File: src/rtl/gm_ram.sv
`timescale 1ns / 1ps
// gm_ram: generic simple dual-port ram, one write and one registered read port
// no dependencies

module gm_ram #(
	parameter int unsigned WIDTH = 8,
	parameter int unsigned DEPTH = 16
) (
	input  logic                     clk,
	input  logic                     we,
	input  logic [$clog2(DEPTH)-1:0] waddr,
	input  logic [WIDTH-1:0]         wdata,
	input  logic                     re,
	input  logic [$clog2(DEPTH)-1:0] raddr,
	output logic [WIDTH-1:0]         rdata
);

	logic [WIDTH-1:0] mem [DEPTH];

	always_ff @(posedge clk) begin
		if (we) begin
			mem[waddr] <= wdata;
		end
		if (re) begin
			rdata <= mem[raddr];
		end
	end

endmodule

File: config.mk
export PLATFORM = sky130hd
export DESIGN_NAME = gm_ram
export DESIGN_NICKNAME = d
export VERILOG_FILES = /design/src/rtl/gm_ram.sv
export SDC_FILE = /design/constraint.sdc
export NUM_CORES = 1
export LEC_CHECK = 0
export ABC_CLOCK_PERIOD_IN_PS = 4400
export BUFFER_PORTS_ARGS = -buffer_cell sky130_fd_sc_hd__buf_2
export CORE_MARGIN = 4
export CORE_UTILIZATION = 45
export DETAILED_ROUTE_END_ITERATION = 6
export GPL_ROUTABILITY_DRIVEN = 1
export PLACE_DENSITY = 0.62
export SYNTH_ARGS = -nofsm -noshare
export SYNTH_HDL_FRONTEND = slang
export SYNTH_SLANG_ARGS = --single-unit
File: constraint.sdc
create_clock -name clk -period 4.4 [get_ports clk]
set_input_delay 0.88 -clock clk [delete_from_list [all_inputs] [get_ports clk]]
set_output_delay 0.88 -clock clk [all_outputs]
set_load 0.02 [all_outputs]
==> results list <==
- Number of DRC violations after detailed routing: 0
- Max transition margin: 0.3568
- Post-Synthesis Net Count: 248
- At the end of routability-driven placement, the weighted congestion stood at 0.7091.
- Of the cells placed in the final design, the portion with a size suffix greater than 1 is 0.2740.
- Die Y: 115.8 µm
- Path type of the worst setup path: in -> reg
- Before CTS, the worst setup slack after placement is 1.604 ns.
* Cell Area, Placed: 0.005485 mm²
- Antenna diode count: 0
- Detail-routed net length per standard cell: 22.20 µm
- Clock tree from TritonCTS: yes
* Yosys top cell by area: sky130_fd_sc_hd__edfxtp_1
- HPWL after detailed placement: 5.846 mm
- Of the post-synthesis cell area, the dominant cell type holds 0.7812.
* Power per standard cell area: 488.1 mW/mm²
- Aggregate routed wire length: 9.411 mm
* CP startpoint kind: primary input
* Clock root cell: sky130_fd_sc_hd__clkbuf_16
- Leak: 0.002017 µW
- After detailed routing, the number of vias per cell comes to 5.505.
- Total grt overflow: 0
* Unrepaired setup endpoints after global routing: false
- Clock buffer depth: 2
- Most common cell after layout, fill and taps aside: sky130_fd_sc_hd__edfxtp_1
* Area added between synthesis and finish: 15.82%
* Clock transition at the registers of the reported paths: 0.05 ns
* Final critical-path setup slack: 2.105 ns
- Most frequent cells in the layout: 136 x sky130_fd_sc_hd__edfxtp_1, 26 x sky130_fd_sc_hd__buf_2, 18 x sky130_fd_sc_hd__mux4_2, 17 x sky130_fd_sc_hd__clkbuf_16, 16 x sky130_fd_sc_hd__a22oi_1
* Final max-slew violation count: 0
- Die X: 115.8 µm
* Clock Skews: 0.006860 ns
- DRT Pass-1 Iters: 4
- Worst-Skew Late Latency: 0.41 ns
- The final layout contains 287 nets.
- Tightest Pin Transition: 0.9612 ns
* Top cells by area, synth: sky130_fd_sc_hd__edfxtp_1 78%, sky130_fd_sc_hd__mux4_2 7.8%, sky130_fd_sc_hd__mux4_1 7.0%
- The floorplan has 39 rows.
- Number of DRC markers after the initial detailed-route iteration: 172
- The first global-routing pass estimated 14.35 mm of wire.
- Setup violations remaining at the end of the flow were counted as 0.
- The via count of the first global-routing pass is 2435.
- During I/O placement, the number of pins put on the boundary was 27.
- Final Cell Area: 0.006055 mm²
- Number of buffers added by the clock tree synthesis step: 17
- Counting flops and latches in the post-synthesis netlist gives 136.
- For this run, the number of Yosys warnings is 0.
- Cell count after synthesis: 229
- Total number of clock tree sinks: 136
* Status: finished, final reports clean
- Post-CTS repair changed the size of 0 cells.
- Vias after detailed routing: 2334
* Number of antenna violations at the first check in global routing: 0
* Hold buffer count at CTS: 0
- The worst path needs 2.295 ns of the cycle, external delays included.
* CP endpoint kind: flop
- The initial utilization of the core area, before any placement, comes to 0.4578.
- The tightest min-delay check is of the reg -> reg type.
- Post-CTS Repair Setup Buffers: 0
- Maximum number of pins on one net before global-route repair: 33
- Yosys mapped the design onto 18 distinct sky130hd cell types.
* Overall die area: 0.01341 mm²
- At the worst endpoint, the required time is 4.55 ns.
* Arrival time of data at the critical path endpoint: 2.44 ns
- Worst ir drop on vdd: 255.5 µV
- Along the worst path, the maximum fanout reaches 32.
* Mapped Avg Cell Area: 22.83 µm²
* Post-synthesis sequential area ratio: 0.7812
- Maximum frequency from static timing analysis: 435.7 MHz
- In this run the cell area of the synthesized design comes to 0.005228 mm².
- Summed over all failing endpoints, the final setup total negative slack is 0 ns.
- Number of antenna-violating nets in the routed design: 0
* Max Cap Violations: 0
- The hold violation count in the final report is 0.
- Tcrit/Tclk final: 0.5216
- Number of port buffers: 26
- H-tree depth: 4
- Core Box Area: 0.01142 mm²
- Across every metal layer, demand over resource in global routing totals 0.1532.
-- through the flow --
step                power [µW]  std cells  hold slack (ns)    util
finish                    2955        424           0.7520  0.5302
global route              3049        424           0.7821  0.5302
CTS                       2978        424           0.7593  0.5302
detailed placement        1627        392           0.7479  0.4804
global placement          1625        392           0.7271  0.4804
floorplan                 1574        229           0.7048       -
-- synthesized netlist by cell type --
library cell                      instances
sky130_fd_sc_hd__or3b_2                   1
sky130_fd_sc_hd__a22oi_1                 16
sky130_fd_sc_hd__nor2_1                  13
sky130_fd_sc_hd__nand3_1                  1
sky130_fd_sc_hd__clkdlybuf4s25_2          3
sky130_fd_sc_hd__mux4_2                  18
sky130_fd_sc_hd__nand3b_1                 2
sky130_fd_sc_hd__and2_1                   1
sky130_fd_sc_hd__and2b_1                  1
sky130_fd_sc_hd__nor2b_1                  1
sky130_fd_sc_hd__buf_6                    3
sky130_fd_sc_hd__nand2_1                  9
sky130_fd_sc_hd__buf_2                    3
sky130_fd_sc_hd__buf_4                    1
sky130_fd_sc_hd__mux4_1                  14
sky130_fd_sc_hd__nor3_1                   4
sky130_fd_sc_hd__nand2b_1                 2
sky130_fd_sc_hd__edfxtp_1               136
-- registers in the layout, summed over array words and instances, names as in the netlist --
signal  flops
mem       128
rdata       8
-- critical path: stages --
cell and delay [ns]:
sky130_fd_sc_hd__buf_2 0.07, sky130_fd_sc_hd__buf_4 0.47, sky130_fd_sc_hd__mux4_1 0.64, sky130_fd_sc_hd__a22oi_1 0.27, sky130_fd_sc_hd__nand2_1 0.10
-- where the power goes --
group / switching [µW] / internal, µW
clock: 480 / 878
sequential: 7.57 / 1460
combinational: 77.7 / 51.3
-- path summary, 6_finish.rpt --
| kind | cells after the start | from | slack [ns] | to |
|---|---|---|---|---|
| hold / removal | 3 | mem[12][3] | 0.75 | rdata[3] |
| hold reg to reg | 3 | mem[12][3] | 0.75 | rdata[3] |
| setup reg to reg | 3 | mem[1][0] | 2.89 | rdata[0] |
| setup / recovery | 5 | raddr[0] | 2.10 | rdata[0] |
-- final cells by class --
class,count,area [µm²]
Clock buffer,20,436.7
Sequential cell,136,4084
Tap cell,143,178.9
Fill cell,896,5364
Clock inverter,12,132.6
Multi-Input combinational cell,83,1062
Timing Repair Buffer,30,160.2
-- per-layer routing --
layer	global-route usage	wire, µm	vias to the layer above
li1	-	-	1063
met1	0.2100	3915	1172
met2	0.2344	4791	91
met3	0.05274	616	8
met4	0.04872	87	0
met5	0	0	-
-- logic make-up (layout without fill, tap and decap cells) --
group,Yosys count,after routing,share of synthesized area
AO/OA/AOI/OAI,16,16,0.02298
buffers and inverters,10,62,0.01651
flip-flops,136,136,0.7812
multiplexers,32,32,0.1479
AND/OR/NAND/NOR,35,35,0.03136
Note: power is estimated with default switching activity, not from simulation.
