--- config.mk ---
export PLATFORM = sky130hd
export DESIGN_NAME = gm_div
export DESIGN_NICKNAME = d
export VERILOG_FILES = /design/src/rtl/gm_div.sv
export SDC_FILE = /design/constraint.sdc
export NUM_CORES = 1
export LEC_CHECK = 0
export BUFFER_PORTS_ARGS = -buffer_cell sky130_fd_sc_hd__buf_2
export CORE_AREA = 2 2 152 154
export DETAILED_ROUTE_END_ITERATION = 6
export DIE_AREA = 0 0 154 156
export HOLD_SLACK_MARGIN = 0.08
export PLACE_DENSITY_LB_ADDON = 0.3
export SLEW_MARGIN = 10
export SYNTH_ARGS = -nofsm -noshare
export SYNTH_HDL_FRONTEND = slang
export SYNTH_SLANG_ARGS = --single-unit
--- constraint.sdc ---
create_clock -name clk -period 3.3 [get_ports clk]
set_input_delay 0.33 -clock clk [delete_from_list [all_inputs] [get_ports clk]]
set_output_delay 0.33 -clock clk [all_outputs]
set_load 0.1 [all_outputs]
--- src/rtl/gm_div.sv ---
`timescale 1ns / 1ps
// gm_div: restoring unsigned 64 by 64 divider, one quotient bit per cycle
// no dependencies

module gm_div (
	input  logic        clk,
	input  logic        arst_n,
	input  logic        start,
	input  logic [63:0] dividend,
	input  logic [63:0] divisor,
	output logic        done,
	output logic [63:0] quotient
);

	logic        busy_q;
	logic        done_q;
	logic [5:0]  cnt_q;
	logic [63:0] rem_q;
	logic [63:0] q_q;
	logic [63:0] dsr_q;
	logic [64:0] rem_sh;

	assign rem_sh = {rem_q, q_q[63]};

	always_ff @(posedge clk or negedge arst_n) begin
		if (!arst_n) begin
			busy_q <= 1'b0;
			done_q <= 1'b0;
			cnt_q  <= '0;
		end else begin
			done_q <= 1'b0;
			if (start) begin
				busy_q <= 1'b1;
				cnt_q  <= '0;
			end else if (busy_q) begin
				cnt_q <= cnt_q + 6'd1;
				if (&cnt_q) begin
					busy_q <= 1'b0;
					done_q <= 1'b1;
				end
			end
		end
	end

	always_ff @(posedge clk) begin
		if (start) begin
			rem_q <= '0;
			q_q   <= dividend;
			dsr_q <= divisor;
		end else if (busy_q) begin
			if (rem_sh >= {1'b0, dsr_q}) begin
				rem_q <= 64'(rem_sh - {1'b0, dsr_q});
				q_q   <= {q_q[62:0], 1'b1};
			end else begin
				rem_q <= rem_sh[63:0];
				q_q   <= {q_q[62:0], 1'b0};
			end
		end
	end

	assign done     = done_q;
	assign quotient = q_q;

endmodule

==> results.md, run 1 <==
- Status: finished clean
- GPL Wtd Cong: 0.954
- Layout cells sized above 1: 23.8%
- Die W: 154 µm
- Crit path DAT: 3.45 ns
- Most frequent cells in the layout: 194 x buf_2, 128 x edfxtp_1, 107 x nand2_1
- Synth Flop Type: edfxtp_1
- Met3 GRT Util: 4.00%
- I/O Buffers: 195
- Placed cell count: 1688
- Area after DPL: 13500 µm²
- Min-delay src: divisor[16]
- Nets: 1686
- Crit. Startpoint: quotient[63]
- Max Clock Skew: 0.0168 ns
- # DRC: 0
- RSZ-0062 raised after global routing: no
- Flops & latches, synth: 200
- Post-synthesis sequential area ratio: 43.6%
- Clk Latency, worst-skew pair: 0.45 ns
- Max incr delay on CP: 0.47 ns
- Distinct cells, synth: 77
- TritonCTS clock tree: done
- F_max: 324 MHz
- Hold Vio Cnt, Final: 0
- Chip Height: 156 µm
- Power Dens Cells: 736 nW/µm²
- EDFF count, synth: 128
- Grt peak-use layer: met2
- CP endpoint kind: flop
- Die Footprint: 24000 µm²
- Design Area, Final: 14900 µm²
- Via Count: 10226
- # H-tree levels: 4
- Post-DP HPWL: 21.7 mm
- Initial Utilization: 54.6%
- Finished Layout Cells: 1787
- Slowest CP cell: a2111o_1
- Peak VDD IR: 0.403 mV
- Root Driver: clkbuf_16
- P_leak: 0.00627 µW
- M1 GR Usage: 32.9%
- Worst-path clk slew: 0.09 ns
- Synth top area cells: edfxtp_1 32%, dfxtp_1 11%, ha_1 6.7%
- ANT cells: 0
- Overflow after GRT: 0
- Worst r2r src: quotient[63]
- Crit Path Class: reg -> reg
- Initial antenna violation count: 0
- Synth warn: 0
- Largest net degree at the start of global routing: 108
- Layout Area Growth over Synthesis: 21.9%
- Final setup TNS: 0 ns
- GRT Overall Usage: 25.4%
- Final period util: 93.4%
- CP Cell Sequence: inv_1, ha_2, fa_2, nor2b_2, o2111ai_2, a2111o_1, a311oi_4, a211oi_2, o21ai_1, xor2_1, mux2i_1, a211oi_1
- Worst-Margin Slew: 0.790 ns
- Worst EP required: 3.67 ns
- Starting DRT DRC Count: 643
- Core area: 22400 µm²
- Fin crit period: 3.08 ns
- CTS Buf Count: 17
- Final wirelength: 30.4 mm
- Antenna-violating nets left: 0
- Commonest non-fill, non-tap cell in the layout: buf_2
- Clk sinks: 200
- Critical Path Source Type: flop
- Setup violators final: 0
- Crit path max fanout: 5
- Avg WL per Cell: 17.0 µm
- Post-Syn Nets: 1439
- Top-level I/O count: 196
- Max_cap viols: 0
- Area leader, netlist: edfxtp_1
- Gate Count Post-Synth: 1242
- Clk buf depth: 2
- First-pass GRT wire length: 49.5 mm
- Asr flop ratio synth: 4.00%
- Row count: 55
- Slew headroom: 47.3%
- DR pass1 iterations: 4
- Fill cells: 1822
- Number of global-route vias before repair: 10041
- Final Slew Violations: 0
- Via density: 5.72
- Synth Area per Inst: 9.82 µm²
- Top cell type's share of synthesized area: 31.5%
- Mapped cell area: 12200 µm²
- Worst Hold Class: in -> reg
- Met2 GRT Util: 43.7%
-- where the power goes --
group / switching [µW] / internal, µW
clock: 1170 / 1070
sequential: 302 / 3120
combinational: 3300 / 1970
total: 4780 / 6160
-- path summary, 6_finish.rpt --
kind	end	slack, ns	cells after the start
min in group asynchronous	busy_q	0.25	2
hold / removal	dsr_q[16]	0.10	1
hold reg to reg	rem_q[22]	0.47	2
setup / recovery	rem_q[50]	0.22	12
max in group asynchronous	busy_q	2.87	2
setup reg to reg	rem_q[50]	0.22	12
-- per-layer routing --
metal | wire (µm) | vias to the layer above
met2 | 14700 | 335
met5 | 0 | -
met1 | 13300 | 4798
li1 | - | 5049
met3 | 1730 | 44
met4 | 695 | 0
-- synth_stat cells (8+ instances only) --
cell type / number
o21ai_0: 50
a211oi_1: 38
nand4_1: 23
edfxtp_1: 128
inv_1: 82
nand3_1: 19
o21ai_1: 23
or3_1: 8
a21oi_1: 92
clkbuf_1: 44
mux2i_1: 39
mux2_2: 65
o211ai_1: 10
ha_1: 65
nand2_1: 107
a311oi_1: 9
and3_1: 10
o21a_1: 8
xor2_1: 28
xnor2_1: 26
nand2b_1: 11
buf_2: 14
a31oi_1: 13
dfxtp_1: 64
dfrtp_1: 8
a21o_1: 21
nor2_1: 99
nor3_1: 16
nor2b_1: 10
o21bai_1: 12
-- layout make-up --
type	instances	area (µm²)	area share (%)
clock buffer	17	425	2.86
clock inverter	15	225	1.51
inverter	83	312	2.10
multi-input combinational	892	6270	42.2
sequential	200	5330	35.8
tap	285	357	2.40
timing repair buffer	295	1960	13.2
-- stage by stage --
stage / hold WS [ns] / setup slack (ns) / utilization [%] / power [µW]
after floorplan: 0.0344 / -0.144 / - / 7460
after global placement: 0.180 / 0.130 / 60.5 / 8490
after detailed placement: 0.183 / 0.0777 / 60.5 / 8560
after CTS: 0.0821 / 0.00602 / 66.3 / 10900
after global routing: 0.0852 / 0.0242 / 66.5 / 11600
final: 0.103 / 0.216 / 66.5 / 10900
-- kinds of logic after synthesis --
family	count (synthesis)	share of synthesized area [%]
muxes	104	9.20
AOI/OAI and AO/OA	328	17.8
adders and majority gates	66	6.83
buffers and inverters	150	5.34
xor gates and xnor gates	54	3.88
and+or+nand+nor	340	13.3
DFF	200	43.6
-- worst max-delay path: cells and delay by family (launching register included) --
| family | cells | cell delay, ns |
|---|---|---|
| adder cells (fa/ha/maj) | 2 | 0.54 |
| flip-flops | 1 | 0.37 |
| AND/OR/NAND/NOR | 1 | 0.16 |
| buffers and inverters | 1 | 0.06 |
| multiplexers | 1 | 0.09 |
| AO/OA/AOI/OAI | 6 | 1.60 |
| XOR/XNOR | 1 | 0.18 |
-- state kept, by name (all words and copies together), names as in the netlist --
signal and count:
cnt_q 6, dsr_q 64, rem_q 64, done 1
quotient 64, busy_q 1
-- repair_timing --
item	in CTS	in global routing
setup endpoints to repair	0	47
buffers inserted	0	3
resized for setup	0	4
hold buffers	64	0
hold endpoints to repair	71	0
Note: power is estimated with default switching activity, not from simulation.
==> run 2: changes to the inputs <==
==> constraint.sdc (replaced) <==
create_clock -name clk -period 3.3 [get_ports clk]
set_input_delay 0.33 -clock clk [delete_from_list [all_inputs] [get_ports clk]]
set_output_delay 0.33 -clock clk [all_outputs]
set_load 0.05 [all_outputs]
==> run 2 against run 1 <==
Critical path depth unchanged; clock-buffer cell count unchanged; total power is 2.9% lower; sequential share of layout area about the same; register-to-register slack lost 0.07 ns; cell count rose by 0.11%; first-iteration DRC count fell by 7.6%; critical path type unchanged.
==> results.md, run 2 (synthesized netlist as in run 1, its figures left out) <==
- Worst-Margin Slew: 0.817 ns (was 0.790 ns)
- Post-CTS Setup Inserts: 0 (unchanged)
- Setup violators final: 0 (unchanged)
- Design Area, Final: 14900 µm² (about the same)
- Top-level I/O count: 196 (unchanged)
- # DRC: 0 (unchanged)
- Most frequent cells in the layout: 194 x buf_2, 128 x edfxtp_1, 107 x nand2_1 (unchanged)
- P_leak: 0.00627 µW (about the same)
- FF-to-FF End: rem_q[16] (was rem_q[50])
- Avg WL per Cell: 17.7 µm (was 17.0 µm)
- Clk sinks: 200 (unchanged)
- Row count: 55 (unchanged)
- Final wirelength: 31.8 mm (was 30.4 mm)
- Via density: 5.81 (was 5.72)
- Initial antenna violation count: 0 (unchanged)
- Layout Area Growth over Synthesis: 22.1% (was 21.9%)
- Largest net degree at the start of global routing: 99 (was 108)
- Area after DPL: 13500 µm² (about the same)
- GPL Wtd Cong: 0.944 (was 0.954)
- Status: finished clean (unchanged)
- TritonCTS clock tree: done (unchanged)
- Max_cap viols: 0 (unchanged)
- Final Slew Violations: 0 (unchanged)
- Final period util: 95.4% (was 93.4%)
- Worst EP required: 3.64 ns (was 3.67 ns)
- Reg2Reg Setup Slack: 0.15 ns (was 0.22 ns)
- Via Count: 10403 (was 10226)
- Worst-path clk slew: 0.10 ns (was 0.09 ns)
- CTS Buf Count: 17 (unchanged)
- Crit path to: rem_q[16] (was rem_q[50])
- GRT Overall Usage: 26.5% (was 25.4%)
- Layout cells sized above 1: 23.9% (was 23.8%)
- Initial Utilization: 54.6% (unchanged)
- Core area: 22400 µm² (unchanged)
- DR pass1 iterations: 5 (was 4)
- I/O Buffers: 195 (unchanged)
- Hold Vio Cnt, Final: 0 (unchanged)
- Die Footprint: 24000 µm² (unchanged)
- Crit path DAT: 3.49 ns (was 3.45 ns)
- First-pass GRT wire length: 51.3 mm (was 49.5 mm)
- Commonest non-fill, non-tap cell in the layout: buf_2 (unchanged)
- Hold path depth: 2 (was 1)
- Nets: 1688 (was 1686)
- Chip Height: 156 µm (unchanged)
- Total power: 10600 µW (was 10900 µW)
- F_max: 318 MHz (was 324 MHz)
- ANT cells: 0 (unchanged)
- Crit Path Class: reg -> reg (unchanged)
- Antenna-violating nets left: 0 (unchanged)
- Root Driver: clkbuf_16 (unchanged)
- Peak VDD IR: 0.372 mV (was 0.403 mV)
- # H-tree levels: 4 (unchanged)
- Number of global-route vias before repair: 10406 (was 10041)
- Crit. Startpoint: dsr_q[34] (was quotient[63])
- Post-DP HPWL: 22.5 mm (was 21.7 mm)
- Die W: 154 µm (unchanged)
- Worst r2r src: dsr_q[34] (was quotient[63])
- Worst Hold Class: in -> reg (unchanged)
- Clk buf depth: 2 (unchanged)
- Fin crit period: 3.15 ns (was 3.08 ns)
- CP endpoint kind: flop (unchanged)
- Starting DRT DRC Count: 594 (was 643)
- Power Dens Cells: 713 nW/µm² (was 736 nW/µm²)
- Worst Reg-to-Reg Cells: 12 (unchanged)
- Max Clock Skew: 0.0175 ns (was 0.0168 ns)
- Critical Path Source Type: flop (unchanged)
- Crit path max fanout: 18 (was 5)
- Fill cells: 1737 (was 1822)
- Clk Latency, worst-skew pair: 0.46 ns (was 0.45 ns)
- Overflow after GRT: 0 (unchanged)
- Slew headroom: 45.5% (was 47.3%)
## run 2: changes by cell type in the layout (fill, tap and decap cells not counted), sizes merged
cell and delta:
dlygate4sd3 +1, buf +1
## run 2: timing repair
action / 4_1_cts / 5_1_grt
setup endpoints to repair: 1 / 48
pin swaps: 0 / 7
gates resized for setup: 1 / 15
hold buffers: 65 / 0
hold endpoints to repair: 72 / 0
## run 2: routing by layer
| metal | vias up | GRT usage (%) | wire [µm] |
|---|---|---|---|
| met4 | 0 | 9.30 | 866 |
| met1 | 4892 | 33.9 | 13700 |
| met3 | 69 | 4.83 | 1860 |
| li1 | 5066 | - | - |
| met2 | 376 | 45.2 | 15300 |
| met5 | - | 0 | 0 |
## run 2: critical path, stage by stage, from the launching register on
cell and delay [ns]:
edfxtp_1 0.34, inv_1 0.06, ha_1 0.42, nand4_1 0.23, nor3_1 0.34, a22oi_1 0.16, a21oi_1 0.20, o31ai_2 0.11
a211oi_4 0.27, or2_4 0.28, buf_12 0.21, mux2i_1 0.09, a211oi_1 0.31
## run 2: worst min path at each step
stage / slack, ns / endpoint / startpoint
5_1_grt: 0.16 / quotient[28] / dividend[28]
3_5_place_dp: 0.19 / cnt_q[5] / arst_n
3_3_place_gp: 0.18 / done / arst_n
2_1_floorplan: 0.03 / busy_q / arst_n
4_1_cts: 0.16 / quotient[25] / dividend[25]
6_report: 0.17 / quotient[28] / dividend[28]
## run 2: final cells by class
| class | count | area, µm² | share of cell area [%] |
|---|---|---|---|
| clock inverter | 15 | 221 | 1.49 |
| timing repair buffer | 297 | 1950 | 13.1 |
| sequential | 200 | 5330 | 35.8 |
| tap | 285 | 357 | 2.39 |
| multi-input combinational | 892 | 6300 | 42.3 |
| clock buffer | 17 | 425 | 2.86 |
| inverter | 83 | 312 | 2.09 |
## run 2: per-stage QoR
stage	setup TNS, ns	hold WS (ns)	std cells	util [%]	worst slack [ns]
6_report	0	0.166	1789	66.6	0.151
4_1_cts	0	0.155	1789	66.3	0.0175
3_3_place_gp	0	0.179	1692	60.5	0.147
3_5_place_dp	0	0.186	1692	60.5	0.0312
2_1_floorplan	0	0.0344	1242	-	0.0349
5_1_grt	-0.396	0.160	1789	66.6	-0.0661
## run 2: power breakdown
part           leakage (µW)  internal [µW]  total, µW  switching, µW
clock              0.000307           1070       2240           1170
sequential          0.00193           3120       3440            324
combinational       0.00403           1970       4940           2970
