==> config.mk <==
export PLATFORM = sky130hd
export DESIGN_NAME = gm_sqrt
export DESIGN_NICKNAME = d
export VERILOG_FILES = /design/src/rtl/gm_sqrt.sv
export SDC_FILE = /design/constraint.sdc
export NUM_CORES = 1
export LEC_CHECK = 0
export ABC_AREA = 0
export BUFFER_PORTS_ARGS = -buffer_cell sky130_fd_sc_hd__buf_2
export CORE_ASPECT_RATIO = 1.5
export CORE_MARGIN = 2
export CORE_UTILIZATION = 32
export CTS_BUF_LIST = sky130_fd_sc_hd__clkbuf_4
export DETAILED_ROUTE_END_ITERATION = 10
export PLACE_DENSITY = 0.59
export RECOVER_POWER = 25
export SYNTH_ARGS = -nofsm -noshare
export SYNTH_HDL_FRONTEND = slang
export SYNTH_SLANG_ARGS = --single-unit
==> constraint.sdc <==
create_clock -name clk -period 11.3 [get_ports clk]
set_input_delay 0.565 -clock clk [delete_from_list [all_inputs] [get_ports clk]]
set_output_delay 0.565 -clock clk [all_outputs]
set_load 0.05 [all_outputs]
==> src/rtl/gm_sqrt.sv <==
`timescale 1ns / 1ps
// gm_sqrt: bit-serial integer square root of a 64-bit value
// no dependencies

module gm_sqrt (
	input  logic        clk,
	input  logic        arst_n,
	input  logic        start,
	input  logic [63:0] v,
	output logic        done,
	output logic [31:0] root
);

	logic        busy_q;
	logic        done_q;
	logic [63:0] v_q;
	logic [63:0] r_q;
	logic [63:0] bit_q;
	logic [63:0] t;

	assign t = r_q + bit_q;

	always_ff @(posedge clk or negedge arst_n) begin
		if (!arst_n) begin
			busy_q <= 1'b0;
			done_q <= 1'b0;
		end else begin
			done_q <= 1'b0;
			if (start) begin
				busy_q <= 1'b1;
			end else if (busy_q && bit_q[0]) begin
				busy_q <= 1'b0;
				done_q <= 1'b1;
			end
		end
	end

	always_ff @(posedge clk) begin
		if (start) begin
			v_q   <= v;
			r_q   <= '0;
			bit_q <= 64'd1 << 62;
		end else if (busy_q) begin
			if (v_q >= t) begin
				v_q <= v_q - t;
				r_q <= (r_q >> 1) + bit_q;
			end else begin
				r_q <= r_q >> 1;
			end
			bit_q <= bit_q >> 2;
		end
	end

	assign done = done_q;
	assign root = r_q[31:0];

endmodule

==> results.sh, run 1 <==
export IMPL_grt_overflow_total=0
export IMPL_grt_pass1_wl_um=73200
export IMPL_wl_met3_um=1480
export IMPL_hpwl_um=35700
export IMPL_ys_types=89
export IMPL_final_period_utilization_pct=64.5
export IMPL_die_x_um=181
export IMPL_power_density_nw_per_um2=243
export IMPL_die_height_um=270
export IMPL_worstMarginPinSlew_ns=3.88
export IMPL_reg2reg_slack_ns=4.02
export IMPL_fill_cells=4984
export IMPL_peakVddDrop_uv=159
export IMPL_design_area_um2=16000
export IMPL_async_flop_share_pct=1.23
export IMPL_row_count=97
export IMPL_initial_core_util_pct=32.4
export IMPL_worstRegToRegCells=22
export IMPL_grt_max_degree=139
export IMPL_core_area_um2=46600
export IMPL_syn_cell_area_um2=15100
export IMPL_worst_setup_path_start_kind="flip-flop"
export IMPL_antenna_found_initial=2
export IMPL_areaGrowthSynthToFinish_pct=6.26
export IMPL_status="complete, but fails checks"
export IMPL_endpoint="v_q[41]"
export IMPL_dp_slack_ns=4.21
export IMPL_setup_viol=0
export IMPL_grt_total_usage_pct=18.7
export IMPL_clk_path_buf_depth=2
export IMPL_synth_net_count=2101
export IMPL_synthFlopType="dfxtp_1"
export IMPL_grt_pass1_vias=13700
export IMPL_clk_latency_ns=0.65
export IMPL_hp_class="input pin to flip-flop"
export IMPL_cp_end_kind="flip-flop"
export IMPL_postRouteAntennaNets=0
export IMPL_skew_ns=0.0205
export IMPL_syn_inst=1903
export IMPL_r2r_start="r_q[8]"
export IMPL_io_buffers=99
export IMPL_dr_max_layer_used="met4"
export IMPL_vias_per_cell=5.62
export IMPL_crit_start="r_q[8]"
export IMPL_fin_nets=2093
export IMPL_fmax_mhz=137
export IMPL_clk_pin_slew_ns=0.16
export IMPL_h_tree_depth=4
export IMPL_slew_headroom_pct=-159
export IMPL_cts_buffers=17
export IMPL_placed_area_um2=15800
export IMPL_seq_area_um2=3890
export IMPL_violations="capacitance limit, slew limit"
export IMPL_drc=0
export IMPL_root_buffer="clkbuf_4"
export IMPL_finalCriticalPeriod_ns=7.28
export IMPL_routed_wl_um=46700
export IMPL_synth_warnings=0
export IMPL_vias=14100
export IMPL_crit_type="flip-flop to flip-flop"
export IMPL_cp_max_fo=64
export IMPL_multi_input_area_um2=10400
export IMPL_leakage_uw=0.00632
export IMPL_final_hold_violation_count=0
export IMPL_dieArea_um2=49000
export IMPL_postCtsSetupRepairBufs=0
export IMPL_syn_avg_cell_area_um2=7.93
export IMPL_maxCapViolations=2
export IMPL_cts_sinks=162
export IMPL_met1_length_um=18500
export IMPL_wl_per_cell_um=18.6
export IMPL_synth_edf_count=64
export IMPL_met2_length_um=24800
export IMPL_crit_required_ns=11.58
export IMPL_finalMaxSlewViolations=135
export IMPL_tns_ns=0
export IMPL_seq_area_frac_synth_pct=25.8
export IMPL_cp_arrival_ns=7.56
export IMPL_cts_tree="built"
export IMPL_place_congestion=0.929
export IMPL_ys_ff_latch=162
export IMPL_ios=100
export IMPL_rsz0062_at_grt="no"
export IMPL_drt_iter0_drc=897
export IMPL_drive_gt1_share_pct=8.02
export IMPL_r2r_end="v_q[41]"
export IMPL_fin_ws_ns=4.02
export IMPL_p_total_uw=3900
export IMPL_firstDrtPassIters=7
## power breakdown
group	total (uW)	internal, uW	switching (uW)
Combinational	2510	926	1590
Sequential	967	841	126
Clock	423	178	245
## worst min path at each step
stage / start / to / slack, ns / depth (start not counted)
3_3_place_gp: arst_n / done / 0.36 / 1
5_1_grt: v[0] / v_q[0] / 0.13 / 3
3_5_place_dp: arst_n / done / 0.36 / 1
6_report: v[2] / v_q[2] / 0.18 / 3
4_1_cts: v[2] / v_q[2] / 0.12 / 3
2_1_floorplan: arst_n / busy_q / 0.27 / 0
## synthesized netlist by cell type, drive strengths merged, types with 6 or more instances
master | instances | share of area (%)
nor2 | 204 | 5.1
a21boi | 13 | 0.65
buf | 54 | 2.5
o211ai | 8 | 0.40
inv | 32 | 0.80
o21bai | 42 | 2.1
xor2 | 84 | 4.9
a31oi | 56 | 2.3
o21ai | 167 | 5.7
o21a | 9 | 0.45
nor2b | 32 | 1.3
nor4 | 13 | 0.58
ha | 130 | 11
or3 | 20 | 0.83
a21oi | 127 | 4.4
edfxtp | 64 | 13
nand2 | 217 | 5.4
and4 | 6 | 0.36
nand2b | 11 | 0.46
o22ai | 9 | 0.37
o31ai | 13 | 0.77
a31o | 10 | 0.58
and3 | 17 | 0.70
nand3 | 23 | 0.76
a211oi | 29 | 1.5
clkbuf | 78 | 1.9
nor3 | 23 | 0.80
dfxtp | 96 | 13
nand4 | 37 | 1.5
a21o | 56 | 2.8
a311oi | 23 | 1.5
and2 | 13 | 0.56
mux2i | 38 | 2.5
xnor2 | 68 | 3.9
## through the flow
stage | std cells | util, % | hold WS, ns
after CTS | 2502 | 34.5 | 0.118
final | 2504 | 34.4 | 0.179
after global routing | 2504 | 34.4 | 0.126
after global placement | 2469 | 33.8 | 0.359
after floorplan | 1903 | - | 0.269
after detailed placement | 2469 | 33.8 | 0.361
## cell families after synthesis
logic type	share of synthesized area, %
buffers and inverters	5.21
AOI/OAI and AO/OA	27.4
adders and majority gates	10.9
and+or+nand+nor	19.0
xor gates and xnor gates	8.82
muxes	2.82
DFF	25.8
## what timing repair did
action / CTS / global route
hold buffers: 1 / 0
endpoints found under the hold margin: 2 / 0
gates resized for setup: 0 / 0
## critical path, stage by stage, from the launching register on
cell and delay [ns]:
dfxtp_1 0.49, ha_1 0.31, a31oi_1 0.45, o221ai_1 0.27
o21ai_0 0.46, o41ai_2 0.19, o311ai_0 0.64, a31oi_1 0.18
o21ai_1 0.26, a21oi_1 0.11, o21ai_1 0.15, xor2_1 0.09
ha_1 0.38, and4_1 0.28, nand2_1 0.07, nor3_1 0.22
nand4_1 0.20, o31ai_1 0.25, a221oi_1 0.10, o41ai_2 0.07
buf_4 0.47, nand2_1 0.22, nand2b_4 1.00
## metal layers
| metal | global-route usage (%) | vias to the layer above |
|---|---|---|
| met4 | 8.77 | 0 |
| met5 | 0 | - |
| li1 | - | 6970 |
| met3 | 2.70 | 89 |
| met2 | 35.6 | 342 |
| met1 | 20.1 | 6669 |
## layout by cell type, fill, tap and decap left out, types with 12 or more instances in the layout
cell type  Yosys  routed
ha_1         130     130
xnor2_1       68      68
nor4_1        12      12
xor2_1        84      84
nor2_1       203     203
mux2i_1       38      38
a211oi_1      27      27
nor3_1        22      22
inv_1         32      32
or3_1         20      20
a21o_1        56      56
a21oi_1      122     122
o21bai_1      42      42
clkbuf_4       0      17
dfxtp_1       96      96
edfxtp_1      64      64
and3_1        17      17
nand4_1       37      37
a311oi_1      22      22
o21ai_0      154     154
nand3_1       23      23
nor2b_1       32      32
buf_2         14      64
nand2_1      217     217
a31oi_1       56      56
clkbuf_1      78      35
## cell type report
class / instances / area share, %
diodes: 2 / 0.0312
clock buffers: 17 / 0.795
clock inverters: 15 / 1.26
inverters: 33 / 0.772
multi-input cells: 1576 / 65.0
flip-flops and latches: 162 / 24.3
well taps: 594 / 4.63
repair buffers: 105 / 3.21
## state kept, by name (all words and copies together), names as in the netlist
signal,count
bit_q,32
busy_q,1
done,1
v_q,64
r_q,64
(Power assumes the default switching activity.)
==> inputs of run 2 (changes only) <==
--- a/config.mk
+++ b/config.mk
@@ -12,7 +12,7 @@
 export CORE_UTILIZATION = 32
 export CTS_BUF_LIST = sky130_fd_sc_hd__clkbuf_4
 export DETAILED_ROUTE_END_ITERATION = 10
-export PLACE_DENSITY = 0.59
+export PLACE_DENSITY = 0.6
 export RECOVER_POWER = 25
 export SYNTH_ARGS = -nofsm -noshare
 export SYNTH_HDL_FRONTEND = slang
==> constraint.sdc (replaced) <==
create_clock -name clk -period 6.1 [get_ports clk]
set_input_delay 0.305 -clock clk [delete_from_list [all_inputs] [get_ports clk]]
set_output_delay 0.305 -clock clk [all_outputs]
set_load 0.05 [all_outputs]
==> run 2 against run 1 <==
  * The flow now finishes without violations
  * Final cell count is 5.7% higher
  * Clock skew rose by 0.0019 ns
  * Clock power rose by 71%
  * Via count increased by 3.5%
  * Clock-buffer cell count rose by 1
  * Highest routed layer unchanged
  * Global-route usage increased by 0.39 points
  * Combinational power grew 100%
  * Worst hold slack got worse by 0.15 ns
  * Setup slack lost 3.7 ns
  * Utilization is 3.2 points higher
  * Total power rose by 93%
==> results.sh, run 2 (synthesized netlist as in run 1, its figures left out) <==
export IMPL_skew_ns=0.0224
export IMPL_vias_per_cell=5.50
export IMPL_worstMarginPinSlew_ns=1.06
export IMPL_core_area_um2=46600
export IMPL_grt_max_degree=103
export IMPL_rsz0062_at_grt="no"
export IMPL_clk_path_buf_depth=2
export IMPL_final_period_utilization_pct=95.4
export IMPL_clk_latency_ns=0.67
export IMPL_slew_headroom_pct=28.8
export IMPL_worst_setup_path_start_kind="flip-flop"
export IMPL_cp_end_kind="flip-flop"
export IMPL_ios=100
export IMPL_clk_pin_slew_ns=0.17
export IMPL_hpwl_um=36900
export IMPL_status="completed"
export IMPL_fmax_mhz=172
export IMPL_die_height_um=270
export IMPL_grt_pass1_wl_um=75200
export IMPL_reg2reg_slack_ns=0.28
export IMPL_fin_cells=2647
export IMPL_row_count=97
export IMPL_initial_core_util_pct=32.4
export IMPL_peakVddDrop_uv=223
export IMPL_crit_required_ns=6.68
export IMPL_postRouteAntennaNets=0
export IMPL_io_buffers=99
export IMPL_routed_wl_um=47900
export IMPL_drc=0
export IMPL_hp_class="input pin to flip-flop"
export IMPL_drive_gt1_share_pct=12.9
export IMPL_die_x_um=181
export IMPL_fin_nets=2237
export IMPL_wl_per_cell_um=18.1
export IMPL_cts_tree="built"
export IMPL_cp_max_fo=17
export IMPL_r2r_start="bit_q[2]"
export IMPL_drt_iter0_drc=923
export IMPL_vias=14600
export IMPL_root_buffer="clkbuf_4"
export IMPL_setup_viol=0
export IMPL_r2r_end="r_q[61]"
export IMPL_crit_start="bit_q[2]"
export IMPL_top_regs="r_q: 64 flops, v_q: 64 flops, bit_q: 32 flops"
export IMPL_h_tree_depth=4
export IMPL_areaGrowthSynthToFinish_pct=16.0
export IMPL_grt_overflow_total=0
export IMPL_place_congestion=0.875
export IMPL_dieArea_um2=49000
export IMPL_dp_cells=2544
export IMPL_grt_pass1_vias=14300
export IMPL_finalMaxSlewViolations=0
export IMPL_cpPeakStageDelay_ns=0.44
export IMPL_cp_arrival_ns=6.40
export IMPL_antenna_found_initial=1
export IMPL_leakage_uw=0.00708
export IMPL_crit_type="flip-flop to flip-flop"
export IMPL_holdWs_ns=0.0266
export IMPL_dp_slack_ns=-0.0656
export IMPL_final_hold_violation_count=0
export IMPL_cts_buffers=17
export IMPL_power_density_nw_per_um2=431
export IMPL_grt_total_usage_pct=19.1
export IMPL_cp_slowest_cell="o41a_2"
export IMPL_fin_ws_ns=0.280
export IMPL_mostFrequentLayoutCells="217 x nand2_1, 202 x nor2_1, 150 x o21ai_0, 125 x ha_1, 121 x a21oi_1"
export IMPL_final_common_cell="nand2_1"
export IMPL_worstRegToRegCells=25
export IMPL_endpoint="r_q[61]"
export IMPL_maxCapViolations=0
export IMPL_cts_sinks=162
export IMPL_finalCriticalPeriod_ns=5.82
export IMPL_firstDrtPassIters=6
==> run 2: changes by cell type in the layout (fill, tap and decap cells not counted), sizes merged <==
| cell | before | now |
|---|---|---|
| inv | 39 | 38 |
| bufinv | 4 | 2 |
| clkinv | 4 | 6 |
| clkbuf | 52 | 51 |
| buf | 69 | 151 |
| dlygate4sd3 | 1 | 65 |
| diode | 2 | 1 |
==> run 2: how the worst min path moves through the flow <==
| stage | start | endpoint | slack (ns) | depth (start not counted) |
|---|---|---|---|---|
| 2_1_floorplan | arst_n | busy_q | 0.009 | 0 |
| 3_3_place_gp | arst_n | done | 0.09 | 1 |
| 3_5_place_dp | arst_n | done | 0.09 | 1 |
| 4_1_cts | v[43] | v_q[43] | 0.01 | 3 |
| 5_1_grt | v[43] | v_q[43] | 0.009 | 3 |
| 6_report | v[43] | v_q[43] | 0.03 | 3 |
==> run 2: layout make-up <==
type                       instances  area (um2)
multi-input combinational       1576       10700
clock buffer                      18         135
tap                              594         743
fill                            4916       29100
clock inverter                    14         151
timing repair buffer             249        1800
inverter                          33         124
antenna                            1        2.50
sequential                       162        3900
==> run 2: worst max-delay path, delay by kind of cell, from the launching register on <==
family                   cells  cell delay [ns]
AO/OA/AOI/OAI               13             2.87
flip-flops                   1             0.38
AND/OR/NAND/NOR              6             1.24
buffers and inverters        3             0.54
XOR/XNOR                     1             0.09
adder cells (fa/ha/maj)      2             0.62
==> run 2: what timing repair did <==
item	in CTS	in global routing
gates resized for setup	2	43
pin swaps	0	11
hold buffers	65	0
setup endpoints to repair	47	137
setup buffers	0	5
hold endpoints to repair	65	0
==> run 2: per-layer routing <==
layer	vias up	track usage, %	wire (um)
li1	7252	-	-
met1	6848	20.5	18900
met2	361	36.7	25300
met3	100	2.48	1590
met4	0	8.45	2030
met5	-	0	0
==> run 2: metrics by stage <==
stage          TNS (ns)  utilization, %  instance area [um2]  power (uW)
2_1_floorplan         0               -                15100        5300
3_3_place_gp    -0.0213            35.1                16400        6650
3_5_place_dp     -0.128            35.1                16400        6720
4_1_cts               0            37.1                17300        7500
5_1_grt               0            37.6                17500        8120
6_report              0            37.6                17500        7550
==> run 2: power by group <==
part	switching (uW)	internal, uW
combinational	3070	2010
sequential	198	1550
clock	468	254
total	3740	3810
